File: src/rtl/dpcm_pkg.sv
// ----------------------------------------------------------------------------
// dpcm_pkg
// Shared constants, codes and types of the DPCM packed-code audio decoder.
// ----------------------------------------------------------------------------
package dpcm_pkg;

    // Bits per code (2 to 4).
    localparam int unsigned CODE_BITS  = 4;
    localparam int unsigned WORD_BITS  = 32;
    localparam int unsigned SAMPLE_W   = 16;
    localparam int unsigned COUNT_W    = 24;
    localparam int unsigned CFG_DATA_W = 64;
    localparam int unsigned CFG_ADDR_W = 6;
    localparam int unsigned TBL_WORDS  = 4;
    localparam int unsigned TBL_PER_W  = 4;
    localparam int unsigned TBL_SIZE   = TBL_WORDS * TBL_PER_W;
    localparam int unsigned TBL_IDX_W  = $clog2(TBL_SIZE);

    // Accumulator holds the leftover bits of the last word plus a new word.
    localparam int unsigned ACC_W      = WORD_BITS + CODE_BITS - 1;
    localparam int unsigned AVAIL_W    = $clog2(ACC_W + 1);
    localparam int unsigned RES_W      = $clog2(CODE_BITS);

    typedef enum logic {
        FUNC_START = 1'b0,
        FUNC_WORD  = 1'b1
    } t_func;

    typedef enum logic [2:0] {
        REG_SILENCE = 3'd0,
        REG_DELTA_A = 3'd1,
        REG_DELTA_B = 3'd2,
        REG_DELTA_C = 3'd3,
        REG_DELTA_D = 3'd4
    } t_reg_idx;

    typedef enum logic {
        ST_IDLE = 1'b0,
        ST_RUN  = 1'b1
    } t_state;

    typedef logic [TBL_SIZE-1:0][SAMPLE_W-1:0] t_delta_tbl;

    typedef struct packed {
        logic start;
        logic word;
        logic step;
    } t_dp_cmd;

    typedef struct packed {
        logic playing;
        logic out_free;
        logic step_last;
    } t_dp_sts;

endpackage

File: src/rtl/dpcm_if.sv
// ----------------------------------------------------------------------------
// dpcm_if
// Valid/ready channels for the decoder's input items and result items.
// ----------------------------------------------------------------------------
interface dpcm_in_if;
    logic                              valid;
    logic                              ready;
    logic                              func;
    logic [dpcm_pkg::COUNT_W-1:0]      sample_count;
    logic [dpcm_pkg::WORD_BITS-1:0]    packed_word;

    modport source (output valid, func, sample_count, packed_word, input ready);
    modport sink   (input valid, func, sample_count, packed_word, output ready);
endinterface

interface dpcm_out_if;
    logic                              valid;
    logic                              ready;
    logic signed [dpcm_pkg::SAMPLE_W-1:0] sample_value;
    logic                              last;
    logic                              sound_done;

    modport source (output valid, sample_value, last, sound_done, input ready);
    modport sink   (input valid, sample_value, last, sound_done, output ready);
endinterface

File: src/rtl/dpcm_regs.sv
// ----------------------------------------------------------------------------
// dpcm_regs
// APB register file: silence level and the four dequantization table words.
// ----------------------------------------------------------------------------
module dpcm_regs (
    input  logic                               i_clk,
    input  logic                               i_rst_n,
    input  logic                               psel,
    input  logic                               penable,
    input  logic                               pwrite,
    input  logic [dpcm_pkg::CFG_ADDR_W-1:0]    paddr,
    input  logic [dpcm_pkg::CFG_DATA_W-1:0]    pwdata,
    output logic [dpcm_pkg::CFG_DATA_W-1:0]    prdata,
    output logic                               pready,
    output logic [dpcm_pkg::SAMPLE_W-1:0]      o_silence,
    output dpcm_pkg::t_delta_tbl               o_delta_tbl
);

    logic [dpcm_pkg::SAMPLE_W-1:0]   r_silence;
    logic [dpcm_pkg::CFG_DATA_W-1:0] r_delta [dpcm_pkg::TBL_WORDS];
    logic                            wr_en;
    dpcm_pkg::t_reg_idx              reg_idx;

    assign pready  = 1'b1;
    assign wr_en   = psel && penable && pwrite;
    assign reg_idx = dpcm_pkg::t_reg_idx'(paddr[dpcm_pkg::CFG_ADDR_W-1:3]);

    always_ff @(posedge i_clk) begin
        if (!i_rst_n) begin
            r_silence <= '0;
            for (int w = 0; w < dpcm_pkg::TBL_WORDS; w++) begin
                r_delta[w] <= '0;
            end
        end else if (wr_en) begin
            unique case (reg_idx)
                dpcm_pkg::REG_SILENCE: r_silence  <= pwdata[dpcm_pkg::SAMPLE_W-1:0];
                dpcm_pkg::REG_DELTA_A: r_delta[0] <= pwdata;
                dpcm_pkg::REG_DELTA_B: r_delta[1] <= pwdata;
                dpcm_pkg::REG_DELTA_C: r_delta[2] <= pwdata;
                dpcm_pkg::REG_DELTA_D: r_delta[3] <= pwdata;
                default: ;
            endcase
        end
    end

    always_comb begin
        unique case (reg_idx)
            dpcm_pkg::REG_SILENCE: prdata = dpcm_pkg::CFG_DATA_W'(r_silence);
            dpcm_pkg::REG_DELTA_A: prdata = r_delta[0];
            dpcm_pkg::REG_DELTA_B: prdata = r_delta[1];
            dpcm_pkg::REG_DELTA_C: prdata = r_delta[2];
            dpcm_pkg::REG_DELTA_D: prdata = r_delta[3];
            default:               prdata = '0;
        endcase
    end

    // Code k sits in word k/4, lane k%4, lowest lane in the low bits.
    always_comb begin
        for (int w = 0; w < dpcm_pkg::TBL_WORDS; w++) begin
            for (int k = 0; k < dpcm_pkg::TBL_PER_W; k++) begin
                o_delta_tbl[w*dpcm_pkg::TBL_PER_W + k] =
                    r_delta[w][k*dpcm_pkg::SAMPLE_W +: dpcm_pkg::SAMPLE_W];
            end
        end
    end

    assign o_silence = r_silence;

endmodule

File: src/rtl/dpcm_ctrl.sv
// ----------------------------------------------------------------------------
// dpcm_ctrl
// Controller: takes input items while idle and steps the datapath through
// the codes of a word, one code per cycle while the output can take it.
// ----------------------------------------------------------------------------
module dpcm_ctrl (
    input  logic                 i_clk,
    input  logic                 i_rst_n,
    input  logic                 i_in_valid,
    input  logic                 i_func,
    input  dpcm_pkg::t_dp_sts    i_sts,
    output logic                 o_in_ready,
    output dpcm_pkg::t_dp_cmd    o_cmd
);

    dpcm_pkg::t_state r_state;
    dpcm_pkg::t_state n_state;

    always_ff @(posedge i_clk) begin
        if (!i_rst_n) begin
            r_state <= dpcm_pkg::ST_IDLE;
        end else begin
            r_state <= n_state;
        end
    end

    always_comb begin
        n_state    = r_state;
        o_in_ready = 1'b0;
        o_cmd      = '0;
        unique case (r_state)
            dpcm_pkg::ST_IDLE: begin
                o_in_ready = 1'b1;
                if (i_in_valid) begin
                    if (i_func == dpcm_pkg::FUNC_START) begin
                        o_cmd.start = 1'b1;
                    end else if (i_sts.playing) begin
                        // A word while no sound is playing is dropped without effect.
                        o_cmd.word = 1'b1;
                        n_state    = dpcm_pkg::ST_RUN;
                    end
                end
            end
            dpcm_pkg::ST_RUN: begin
                if (i_sts.out_free) begin
                    o_cmd.step = 1'b1;
                    if (i_sts.step_last) begin
                        n_state = dpcm_pkg::ST_IDLE;
                    end
                end
            end
            default: n_state = dpcm_pkg::ST_IDLE;
        endcase
    end

endmodule

File: src/rtl/dpcm_dp.sv
// ----------------------------------------------------------------------------
// dpcm_dp
// Datapath: code accumulator, predictor, sample counters and the output
// register.
// ----------------------------------------------------------------------------
module dpcm_dp (
    input  logic                                 i_clk,
    input  logic                                 i_rst_n,
    input  dpcm_pkg::t_dp_cmd                    i_cmd,
    output dpcm_pkg::t_dp_sts                    o_sts,
    input  logic [dpcm_pkg::COUNT_W-1:0]         i_sample_count,
    input  logic [dpcm_pkg::WORD_BITS-1:0]       i_packed_word,
    input  logic [dpcm_pkg::SAMPLE_W-1:0]        i_silence,
    input  dpcm_pkg::t_delta_tbl                 i_delta_tbl,
    input  logic                                 i_out_ready,
    output logic                                 o_out_valid,
    output logic signed [dpcm_pkg::SAMPLE_W-1:0] o_sample_value,
    output logic                                 o_last,
    output logic                                 o_sound_done
);

    logic [dpcm_pkg::SAMPLE_W-1:0] r_pred;
    logic [dpcm_pkg::ACC_W-1:0]    r_acc;
    logic [dpcm_pkg::AVAIL_W-1:0]  r_avail;
    logic [dpcm_pkg::COUNT_W-1:0]  r_done;
    logic [dpcm_pkg::COUNT_W-1:0]  r_total;
    logic                          r_playing;
    logic                          r_out_valid;
    logic [dpcm_pkg::SAMPLE_W-1:0] r_out_sample;
    logic                          r_out_last;
    logic                          r_out_done;

    logic [dpcm_pkg::CODE_BITS-1:0] code;
    logic [dpcm_pkg::SAMPLE_W-1:0]  pred_next;
    logic [dpcm_pkg::COUNT_W-1:0]   done_next;
    logic [dpcm_pkg::AVAIL_W-1:0]   avail_next;
    logic                           sound_end;
    logic                           word_end;
    logic [dpcm_pkg::RES_W-1:0]     res_cnt;
    logic [dpcm_pkg::ACC_W-1:0]     acc_load;

    assign code       = r_acc[dpcm_pkg::CODE_BITS-1:0];
    assign pred_next  = r_pred + i_delta_tbl[dpcm_pkg::TBL_IDX_W'(code)];
    assign done_next  = r_done + dpcm_pkg::COUNT_W'(1);
    assign avail_next = r_avail - dpcm_pkg::AVAIL_W'(dpcm_pkg::CODE_BITS);
    assign sound_end  = (done_next == r_total);
    assign word_end   = (avail_next < dpcm_pkg::AVAIL_W'(dpcm_pkg::CODE_BITS));

    // Between words the accumulator holds fewer bits than one code, low
    // aligned and zero above; the new word lands right above them.
    assign res_cnt  = r_avail[dpcm_pkg::RES_W-1:0];
    assign acc_load = r_acc | (dpcm_pkg::ACC_W'(i_packed_word) << res_cnt);

    assign o_sts.playing   = r_playing;
    assign o_sts.out_free  = !r_out_valid || i_out_ready;
    assign o_sts.step_last = sound_end || word_end;

    always_ff @(posedge i_clk) begin
        if (!i_rst_n) begin
            r_pred      <= '0;
            r_acc       <= '0;
            r_avail     <= '0;
            r_done      <= '0;
            r_total     <= '0;
            r_playing   <= 1'b0;
            r_out_valid <= 1'b0;
        end else begin
            if (i_cmd.step) begin
                r_out_valid <= 1'b1;
            end else if (i_out_ready) begin
                r_out_valid <= 1'b0;
            end

            if (i_cmd.start) begin
                r_total   <= i_sample_count;
                r_done    <= '0;
                r_acc     <= '0;
                r_avail   <= '0;
                r_pred    <= i_silence;
                r_playing <= (i_sample_count != '0);
            end else if (i_cmd.word) begin
                r_acc   <= acc_load;
                r_avail <= dpcm_pkg::AVAIL_W'(res_cnt)
                         + dpcm_pkg::AVAIL_W'(dpcm_pkg::WORD_BITS);
            end else if (i_cmd.step) begin
                r_pred <= pred_next;
                r_done <= done_next;
                if (sound_end) begin
                    // Bits left in the word are dropped once the sound ends.
                    r_playing <= 1'b0;
                    r_acc     <= '0;
                    r_avail   <= '0;
                end else begin
                    r_acc   <= r_acc >> dpcm_pkg::CODE_BITS;
                    r_avail <= avail_next;
                end
            end
        end
    end

    always_ff @(posedge i_clk) begin
        if (i_cmd.step) begin
            r_out_sample <= pred_next;
            r_out_last   <= sound_end || word_end;
            r_out_done   <= sound_end;
        end
    end

    assign o_out_valid    = r_out_valid;
    assign o_sample_value = r_out_sample;
    assign o_last         = r_out_last;
    assign o_sound_done   = r_out_done;

endmodule

File: src/rtl/dpcm_packed_code_audio_decoder.sv
// ----------------------------------------------------------------------------
// dpcm_packed_code_audio_decoder
// DPCM audio decoder for words of packed codes, with an APB register port.
// ----------------------------------------------------------------------------
// A start item (func 0) produces nothing; it loads the sample count and
// sets the predictor to the silence level. A word item (func 1) is taken,
// after which the datapath adds one table delta per cycle, so a word
// yields its samples (up to (32 + CODE_BITS - 1) / CODE_BITS, eight at four
// bits per code) on consecutive cycles while the output is being taken;
// the next item is accepted only after the word's last sample has been
// produced, since the single predictor adder steps through the codes one
// at a time. Registers sit at byte address 8 * index with 64-bit data, and
// should be written while idle.
module dpcm_packed_code_audio_decoder (
    input  logic                            i_clk,
    input  logic                            i_rst_n,
    dpcm_in_if.sink                         i_in,
    dpcm_out_if.source                      o_out,
    input  logic                            psel,
    input  logic                            penable,
    input  logic                            pwrite,
    input  logic [dpcm_pkg::CFG_ADDR_W-1:0] paddr,
    input  logic [dpcm_pkg::CFG_DATA_W-1:0] pwdata,
    output logic [dpcm_pkg::CFG_DATA_W-1:0] prdata,
    output logic                            pready
);

    logic [dpcm_pkg::SAMPLE_W-1:0] silence;
    dpcm_pkg::t_delta_tbl          delta_tbl;
    dpcm_pkg::t_dp_cmd             dp_cmd;
    dpcm_pkg::t_dp_sts             dp_sts;
    logic                          in_ready;

    dpcm_regs u_regs (
        .i_clk       (i_clk),
        .i_rst_n     (i_rst_n),
        .psel        (psel),
        .penable     (penable),
        .pwrite      (pwrite),
        .paddr       (paddr),
        .pwdata      (pwdata),
        .prdata      (prdata),
        .pready      (pready),
        .o_silence   (silence),
        .o_delta_tbl (delta_tbl)
    );

    dpcm_ctrl u_ctrl (
        .i_clk      (i_clk),
        .i_rst_n    (i_rst_n),
        .i_in_valid (i_in.valid),
        .i_func     (i_in.func),
        .i_sts      (dp_sts),
        .o_in_ready (in_ready),
        .o_cmd      (dp_cmd)
    );

    dpcm_dp u_dp (
        .i_clk          (i_clk),
        .i_rst_n        (i_rst_n),
        .i_cmd          (dp_cmd),
        .o_sts          (dp_sts),
        .i_sample_count (i_in.sample_count),
        .i_packed_word  (i_in.packed_word),
        .i_silence      (silence),
        .i_delta_tbl    (delta_tbl),
        .i_out_ready    (o_out.ready),
        .o_out_valid    (o_out.valid),
        .o_sample_value (o_out.sample_value),
        .o_last         (o_out.last),
        .o_sound_done   (o_out.sound_done)
    );

    assign i_in.ready = in_ready;

endmodule

File: src/flat_wrapper.sv
// flat-port wrapper written by rule: the top's interface ports become plain ports
module dpcm_packed_code_audio_decoder_flat 
  (i_clk, i_rst_n, psel, penable, pwrite, paddr, pwdata, prdata, pready, i_in_valid, i_in_func, i_in_sample_count, i_in_packed_word, i_in_ready, o_out_valid, o_out_sample_value, o_out_last, o_out_sound_done, o_out_ready);
  dpcm_in_if i_in_i ();
  dpcm_out_if o_out_i ();
  input  logic i_clk;
  input  logic i_rst_n;
  input  logic psel;
  input  logic penable;
  input  logic pwrite;
  input  logic [dpcm_pkg::CFG_ADDR_W-1:0] paddr;
  input  logic [dpcm_pkg::CFG_DATA_W-1:0] pwdata;
  output logic [dpcm_pkg::CFG_DATA_W-1:0] prdata;
  output logic pready;
  input wire logic [$bits(i_in_i.valid)-1:0] i_in_valid;
  input wire logic [$bits(i_in_i.func)-1:0] i_in_func;
  input wire logic [$bits(i_in_i.sample_count)-1:0] i_in_sample_count;
  input wire logic [$bits(i_in_i.packed_word)-1:0] i_in_packed_word;
  output wire logic [$bits(i_in_i.ready)-1:0] i_in_ready;
  output wire logic [$bits(o_out_i.valid)-1:0] o_out_valid;
  output wire logic [$bits(o_out_i.sample_value)-1:0] o_out_sample_value;
  output wire logic [$bits(o_out_i.last)-1:0] o_out_last;
  output wire logic [$bits(o_out_i.sound_done)-1:0] o_out_sound_done;
  input wire logic [$bits(o_out_i.ready)-1:0] o_out_ready;
  assign i_in_i.valid = i_in_valid;
  assign i_in_i.func = i_in_func;
  assign i_in_i.sample_count = i_in_sample_count;
  assign i_in_i.packed_word = i_in_packed_word;
  assign i_in_ready = i_in_i.ready;
  assign o_out_valid = o_out_i.valid;
  assign o_out_sample_value = o_out_i.sample_value;
  assign o_out_last = o_out_i.last;
  assign o_out_sound_done = o_out_i.sound_done;
  assign o_out_i.ready = o_out_ready;
  dpcm_packed_code_audio_decoder u_core (.i_clk(i_clk), .i_rst_n(i_rst_n), .i_in(i_in_i), .o_out(o_out_i), .psel(psel), .penable(penable), .pwrite(pwrite), .paddr(paddr), .pwdata(pwdata), .prdata(prdata), .pready(pready));
endmodule
File: config.mk
export PLATFORM = sky130hd
export DESIGN_NAME = dpcm_packed_code_audio_decoder_flat
export DESIGN_NICKNAME = d
export VERILOG_FILES = /design/src/rtl/dpcm_pkg.sv /design/src/rtl/dpcm_if.sv /design/src/rtl/dpcm_regs.sv /design/src/rtl/dpcm_ctrl.sv /design/src/rtl/dpcm_dp.sv /design/src/rtl/dpcm_packed_code_audio_decoder.sv /design/src/flat_wrapper.sv
export SDC_FILE = /design/constraint.sdc
export NUM_CORES = 1
export LEC_CHECK = 0
export BUFFER_PORTS_ARGS = -buffer_cell sky130_fd_sc_hd__buf_2
export CORE_MARGIN = 1.5
export CORE_UTILIZATION = 55
export CTS_BUF_LIST = sky130_fd_sc_hd__clkbuf_4 sky130_fd_sc_hd__clkbuf_8
export DETAILED_ROUTE_END_ITERATION = 8
export GPL_TIMING_DRIVEN = 0
export HOLD_SLACK_MARGIN = 0.03
export MAX_ROUTING_LAYER = met4
export PLACE_DENSITY = 0.79
export SETUP_SLACK_MARGIN = 0.02
export SLEW_MARGIN = 40
export SYNTH_ARGS = -nofsm -noshare
export SYNTH_HDL_FRONTEND = slang
export SYNTH_SLANG_ARGS = --single-unit
export TNS_END_PERCENT = 30
File: constraint.sdc
create_clock -name i_clk -period 6.9 [get_ports i_clk]
set_input_delay 0.69 -clock i_clk [delete_from_list [all_inputs] [get_ports i_clk]]
set_output_delay 0.69 -clock i_clk [all_outputs]
set_load 0.02 [all_outputs]
==> results of run 1 <==
==> where the power goes <==
group / internal, mW / switching [mW] / leakage (nW) / total [mW]
logic: 0.209 / 0.339 / 4.25 / 0.548
clock network: 1.19 / 1.03 / 0.748 / 2.22
registers: 2.65 / 0.0834 / 3.59 / 2.73
==> cell type report <==
class	instances	area share (%)
flip-flops and latches	396	45.7
multi-input cells	1150	37.4
repair buffers	232	6.00
clock buffers	93	5.00
well taps	461	2.47
plain buffers	124	2.23
clock inverters	32	0.975
inverters	12	0.193
diodes	8	0.0857
==> per-stage QoR <==
step	cells	area (um2)	setup slack [ns]	power, mW	hold WS (ns)
floorplan	1682	19900	0.373	3.05	0.434
global placement	2356	21500	-3.16	3.29	0.442
detailed placement	2375	21900	1.81	3.31	0.449
CTS	2500	23300	1.77	5.48	0.283
global route	2505	23400	1.57	5.64	0.302
finish	2508	23400	1.70	5.50	0.320
==> synthesized netlist by cell type (11+ instances only) <==
master,instances
a22oi_1,138
clkbuf_1,93
and2_1,260
ha_1,18
nor4_1,11
xnor2_1,45
nand2_1,185
mux2i_1,21
a21oi_1,35
xor2_1,29
nor2_1,53
mux4_2,79
dfxtp_1,122
o21ai_0,28
buf_1,17
inv_1,11
nand3_1,31
a221o_1,16
a21oi_2,17
nor3_1,21
a21boi_0,53
nand3_2,19
edfxtp_1,274
==> placed cells by master (no fill, tap or decap), types with 16 or more instances in the layout <==
cell      instances
clkbuf_1         88
xnor2_1          45
a221o_1          16
o21ai_0          24
edfxtp_1        274
nand3_1          31
mux4_2           79
a21oi_1          35
xor2_1           29
nor2_1           53
and2_1          260
nand3_2          19
ha_1             18
nor3_1           19
a21boi_0         53
clkbuf_8         75
clkinv_2         16
nand2_1         185
clkbuf_4         18
buf_2           231
mux2i_1          21
a21oi_2          17
a22oi_1         138
dfxtp_1         122
==> flip-flops by register name, indices dropped and copies added, names as in the netlist, 4 cells and up <==
| name | count |
|---|---|
| u_core.u_dp.o_sample_value | 16 |
| u_core.u_regs.r_delta | 256 |
| u_core.u_dp.r_avail | 4 |
| u_core.u_dp.r_total | 24 |
| u_core.u_dp.r_acc | 35 |
| u_core.u_regs.o_silence | 16 |
| u_core.u_dp.r_done | 24 |
| u_core.u_dp.r_pred | 16 |
==> layer usage <==
| layer | wire [um] | up-vias |
|---|---|---|
| met4 | 3260 | 0 |
| li1 | - | 6859 |
| met5 | 0 | - |
| met2 | 30100 | 1128 |
| met1 | 23100 | 7567 |
| met3 | 7940 | 249 |
==> kinds of logic after synthesis <==
| family | after synthesis | synth area share (%) |
|---|---|---|
| and+or+nand+nor | 632 | 17.2 |
| DFF | 396 | 53.6 |
| AOI/OAI and AO/OA | 324 | 11.9 |
| buffers and inverters | 136 | 2.76 |
| muxes | 100 | 10.0 |
| xor gates and xnor gates | 74 | 3.26 |
| adders and majority gates | 19 | 1.23 |
| other | 1 | 0.0188 |
==> worst max-delay path, delay by kind of cell, from the launching register on <==
family	cells	cell delay (ns)
compound gates	6	1.53
xor+xnor	1	0.19
fa+ha+maj	2	0.69
buf+inv	2	1.15
flops	1	0.41
mux	2	1.06
simple gates	1	0.07
==> worst paths after layout <==
kind	start	end	cells past startpoint
setup reg to reg	u_core.u_dp.r_acc[0]	u_core.u_dp.r_pred[14]	14
setup / recovery	u_core.u_dp.r_acc[0]	u_core.u_dp.r_pred[14]	14
hold / removal	i_in_sample_count[17]	u_core.u_dp.r_total[17]	3
hold reg to reg	u_core.u_dp.r_acc[33]	u_core.u_dp.r_acc[29]	2
==> flow_summary.yaml, run 1 <==
clock_tree:
  cts_setup_buffers: 0
  ctsRootBufferMaster: "clkbuf_8"
  ctsHtreeMaxLevel: 3
  worstSkewPairLatency_ns: 0.64
  path_clk_slew_ns: 0.06
  post_cts_resized: 0
  cts_hold_buf: 0
  clk_path_buf_depth: 3
  cts_inserted_buffers: 69
  cts_sinks: 396
  cts_tree: "done"
die:
  die_x_um: 193
  die_h_um: 193
  start_util_pct: 55.9
  rows: 69
  die_area_um2: 37300
  coreArea_um2: 35600
  ios: 219
timing:
  setup_viol: 0
  fin_tns_setup_ns: 0
  rsz0062_at_grt: "no"
  tightest_slew_ns: 1.01
  slew_headroom_pct: 32.9
  max_clock_freq_mhz: 192
  finalClockSkew_ns: 0.0346
  timing.final.crit_share_pct: 75.3
  slew_violations: 0
  hold_viol_final: 0
  fin_crit_ns: 5.20
route:
  viasPerCell: 6.30
  final_antenna_net_count: 0
  wl_per_cell_um: 25.7
  drcViolationCount: 0
  drt_iter0_markers: 1955
  finalWirelength_mm: 64.4
  dr.pass1.iters: 6
  vias: 15800
logic_synthesis:
  avgSynthCellArea_um2: 11.8
  netlist_area_um2: 19900
  ys_seq_elements: 396
  synth_edf_count: 274
  ys_seq_area_share_pct: 53.6
  dominantRegCellSynth: "edfxtp_1"
  synth_top_area_cell: "edfxtp_1"
  yosys_warnings: 0
  synthCells: 1682
  async_reset_ff_share_pct: 0
  yosys-top-cells-area: "edfxtp_1, dfxtp_1, mux4_2, and2_1, a22oi_1"
  syn_nets: 1835
  synth_cell_types: 61
  synth_top_area_share_pct: 41.4
place:
  gp_congestion: 0.970
  numPortBuffers: 213
  hpwlAfterDp_mm: 46.8
status:
  status: "finished clean"
worst_setup_path:
  crit_chain: "buf_1 > buf_2 > mux4_2 > mux4_2 > ha_1 > fa_1 > a211oi_1 > o21a_1 > o31ai_1 > o21a_1 > a221oi_1 > xnor2_1 > nand2_1 > a21boi_0"
  crit_arrival_ns: 5.74
  cpMaxStageDelayCell: "buf_2"
  critPathKind: "reg -> reg"
  cp-end-kind: "flip-flop"
  crit_path_max_incr_delay_ns: 0.60
  critPathMaxFanout: 10
  r2r_setup_slack_ns: 1.70
  crit_path_start_kind: "flip-flop"
  cp.required_ns: 7.44
final_layout:
  nFillCells: 2718
  drive_above_1_share_pct: 24.9
  seq_area_um2: 10700
  finalNetCount: 2138
  multiInputGateArea_um2: 8740
  fin_util_pct: 65.7
  synthToLayoutAreaGrowth_pct: 17.4
global_routing:
  overflow: 0
  grt_max_degree: 28
  grt_usage_pct: 35.5
  grtUsageMet2_pct: 55.1
  busiest_layer: "met2"
  use_met1_pct: 43.6
  antenna_found_initial: 5
  met3_usage_pct: 8.34
  grt_pass1_wl_mm: 93.0
  grt_pass1_vias: 15600
min_path:
  hold_class: "in -> reg"
pwr:
  ir_drop_uv: 198
  power_leakage_nw: 8.59
  powerDensity_nw_per_um2: 235
job:
  maxCapViolCount: 0
Note: power is estimated with default switching activity, not from simulation.
==> run 2, diff against run 1 <==
Clock period 6.9 ns to 4.5 ns, I/O delays scaled along.
==> flow_summary.yaml, run 2 (same netlist as run 1, synthesis figures left out) <==
clock_tree:
  clk_path_buf_depth: 3
  cts_hold_buf: 0
  cts_tree: "done"
  cts_inserted_buffers: 68
  path_clk_slew_ns: 0.06
  cts_sinks: 396
  ctsRootBufferMaster: "clkbuf_8"
  cts_setup_buffers: 0
  ctsHtreeMaxLevel: 3
  worstSkewPairLatency_ns: 0.64
die:
  die_area_um2: 37300
  die_x_um: 193
  coreArea_um2: 35600
  die_h_um: 193
  start_util_pct: 55.9
  rows: 69
  ios: 219
worst_setup_path:
  r2r_cells: 13
  r2r_start: "u_core.u_dp.r_acc[0]"
  cp-end-kind: "flip-flop"
  r2r_setup_slack_ns: 0.29
  critPathKind: "reg -> reg"
  crit_arrival_ns: 4.71
  critPathMaxFanout: 10
  crit_path_start_kind: "flip-flop"
  cp.required_ns: 5.00
  rr_endpoint: "u_core.u_dp.r_pred[15]"
min_path:
  hold_class: "in -> reg"
  min_from: "i_in_sample_count[9]"
  min_delay_worst_endpoint: "u_core.u_dp.r_total[9]"
  hold_path_depth: 3
final_layout:
  top_register: "u_core.u_regs.r_delta"
  final_cell_mix: "edfxtp_1, and2_1, buf_2"
  synthToLayoutAreaGrowth_pct: 17.4
  reg_top3: "u_core.u_regs.r_delta: 256 flops, u_core.u_dp.r_acc: 35 flops"
  finalNetCount: 2135
  layout_commonest_cell: "edfxtp_1"
  drive_above_1_share_pct: 24.9
  largest_reg_flops: 256
global_routing:
  grt_pass1_vias: 15500
  grt_max_degree: 28
  grt_usage_pct: 36.0
  overflow: 0
  antenna_found_initial: 4
  grt_pass1_wl_mm: 94.3
timing:
  setup_viol: 0
  fin_ws_ns: 0.289
  slew_headroom_pct: 39.8
  slew_violations: 0
  fin_crit_ns: 4.21
  finalClockSkew_ns: 0.0418
  max_clock_freq_mhz: 237
  fin_tns_setup_ns: 0
  tightest_slew_ns: 0.903
  rsz0062_at_grt: "no"
  hold_viol_final: 0
  timing.final.crit_share_pct: 93.6
place:
  place_ws_ns: -0.582
  gp_congestion: 0.932
  hpwlAfterDp_mm: 47.4
  numPortBuffers: 213
pwr:
  power_leakage_nw: 8.55
  powerDensity_nw_per_um2: 354
  ir_drop_uv: 260
route:
  vias: 15800
  final_antenna_net_count: 0
  dr.pass1.iters: 6
  finalWirelength_mm: 64.8
  viasPerCell: 6.33
  drcViolationCount: 0
  wl_per_cell_um: 25.9
  drt_iter0_markers: 2189
status:
  status: "finished clean"
job:
  maxCapViolCount: 0
## run 2: cell count changes in the layout (fill, tap and decap cells not counted), sizes merged
cell,delta
inv,-1
clkinv,-10
bufinv,-2
diode,-1
buf,-1
clkbuf,+6
clkinvlp,+1
## run 2: metal layers
metal | GRT usage (%) | share of wire [%]
met5 | - | 0
met4 | 15.8 | 3.9
met3 | 8.98 | 13
met2 | 56.0 | 47
met1 | 44.7 | 36
## run 2: worst max-delay path, stage by stage (launching register included)
cell and delay [ns]:
dfxtp_2 0.39, buf_8 0.19, clkbuf_4 0.35, mux4_2 0.53, mux4_2 0.53, ha_1 0.38
nand3_1 0.13, o2111ai_1 0.18, a21oi_1 0.38, o211ai_1 0.18, a311o_1 0.32, a21oi_1 0.19
xnor2_1 0.10, a31o_2 0.24
## run 2: stage by stage
step | instances | area, um2 | total power [mW] | hold slack, ns | util (%)
global placement | 2356 | 21500 | 5.04 | 0.441 | 60.6
detailed placement | 2375 | 21900 | 5.08 | 0.447 | 61.7
CTS | 2494 | 23300 | 8.23 | 0.0687 | 65.5
global route | 2497 | 23300 | 8.48 | 0.0859 | 65.6
floorplan | 1682 | 19900 | 4.68 | 0.434 | -
finish | 2500 | 23300 | 8.26 | 0.0968 | 65.6
## run 2: layout make-up
| cell class | count | area (um2) |
|---|---|---|
| fill | 2680 | 12200 |
| sequential | 396 | 10700 |
| multi-input combinational | 1150 | 8750 |
| timing repair buffer | 232 | 1390 |
| clock buffer | 100 | 1190 |
| buffer | 122 | 579 |
| tap | 461 | 577 |
| clock inverter | 20 | 119 |
| inverter | 12 | 45.0 |
| antenna | 7 | 17.5 |
## run 2: worst max path at each step
| stage | start | end | slack (ns) | cells past startpoint |
|---|---|---|---|---|
| after floorplan | paddr[5] | u_core.u_regs.r_delta[0][100] | -1.51 | 3 |
| after global placement | paddr[4] | u_core.u_regs.r_delta[0][105] | -5.26 | 4 |
| after detailed placement | u_core.u_dp.r_acc[0] | u_core.u_dp.r_pred[14] | -0.58 | 14 |
| after CTS | u_core.u_dp.r_acc[0] | u_core.u_dp.r_pred[14] | 0.08 | 14 |
| after global routing | u_core.u_dp.r_acc[0] | u_core.u_dp.r_pred[14] | 0.04 | 14 |
| final | u_core.u_dp.r_acc[0] | u_core.u_dp.r_pred[15] | 0.29 | 13 |
## run 2: power by group
group	internal (mW)	switching [mW]	total (mW)	leakage, nW
sequential	4.06	0.130	4.19	3.59
clock	1.71	1.51	3.23	0.691
combinational	0.322	0.525	0.848	4.27
total	6.09	2.17	8.26	8.55
## run 2: what timing repair did
action,CTS,global route
setup endpoints to repair,17,5
gates resized for setup,16,18
pin swaps,0,1
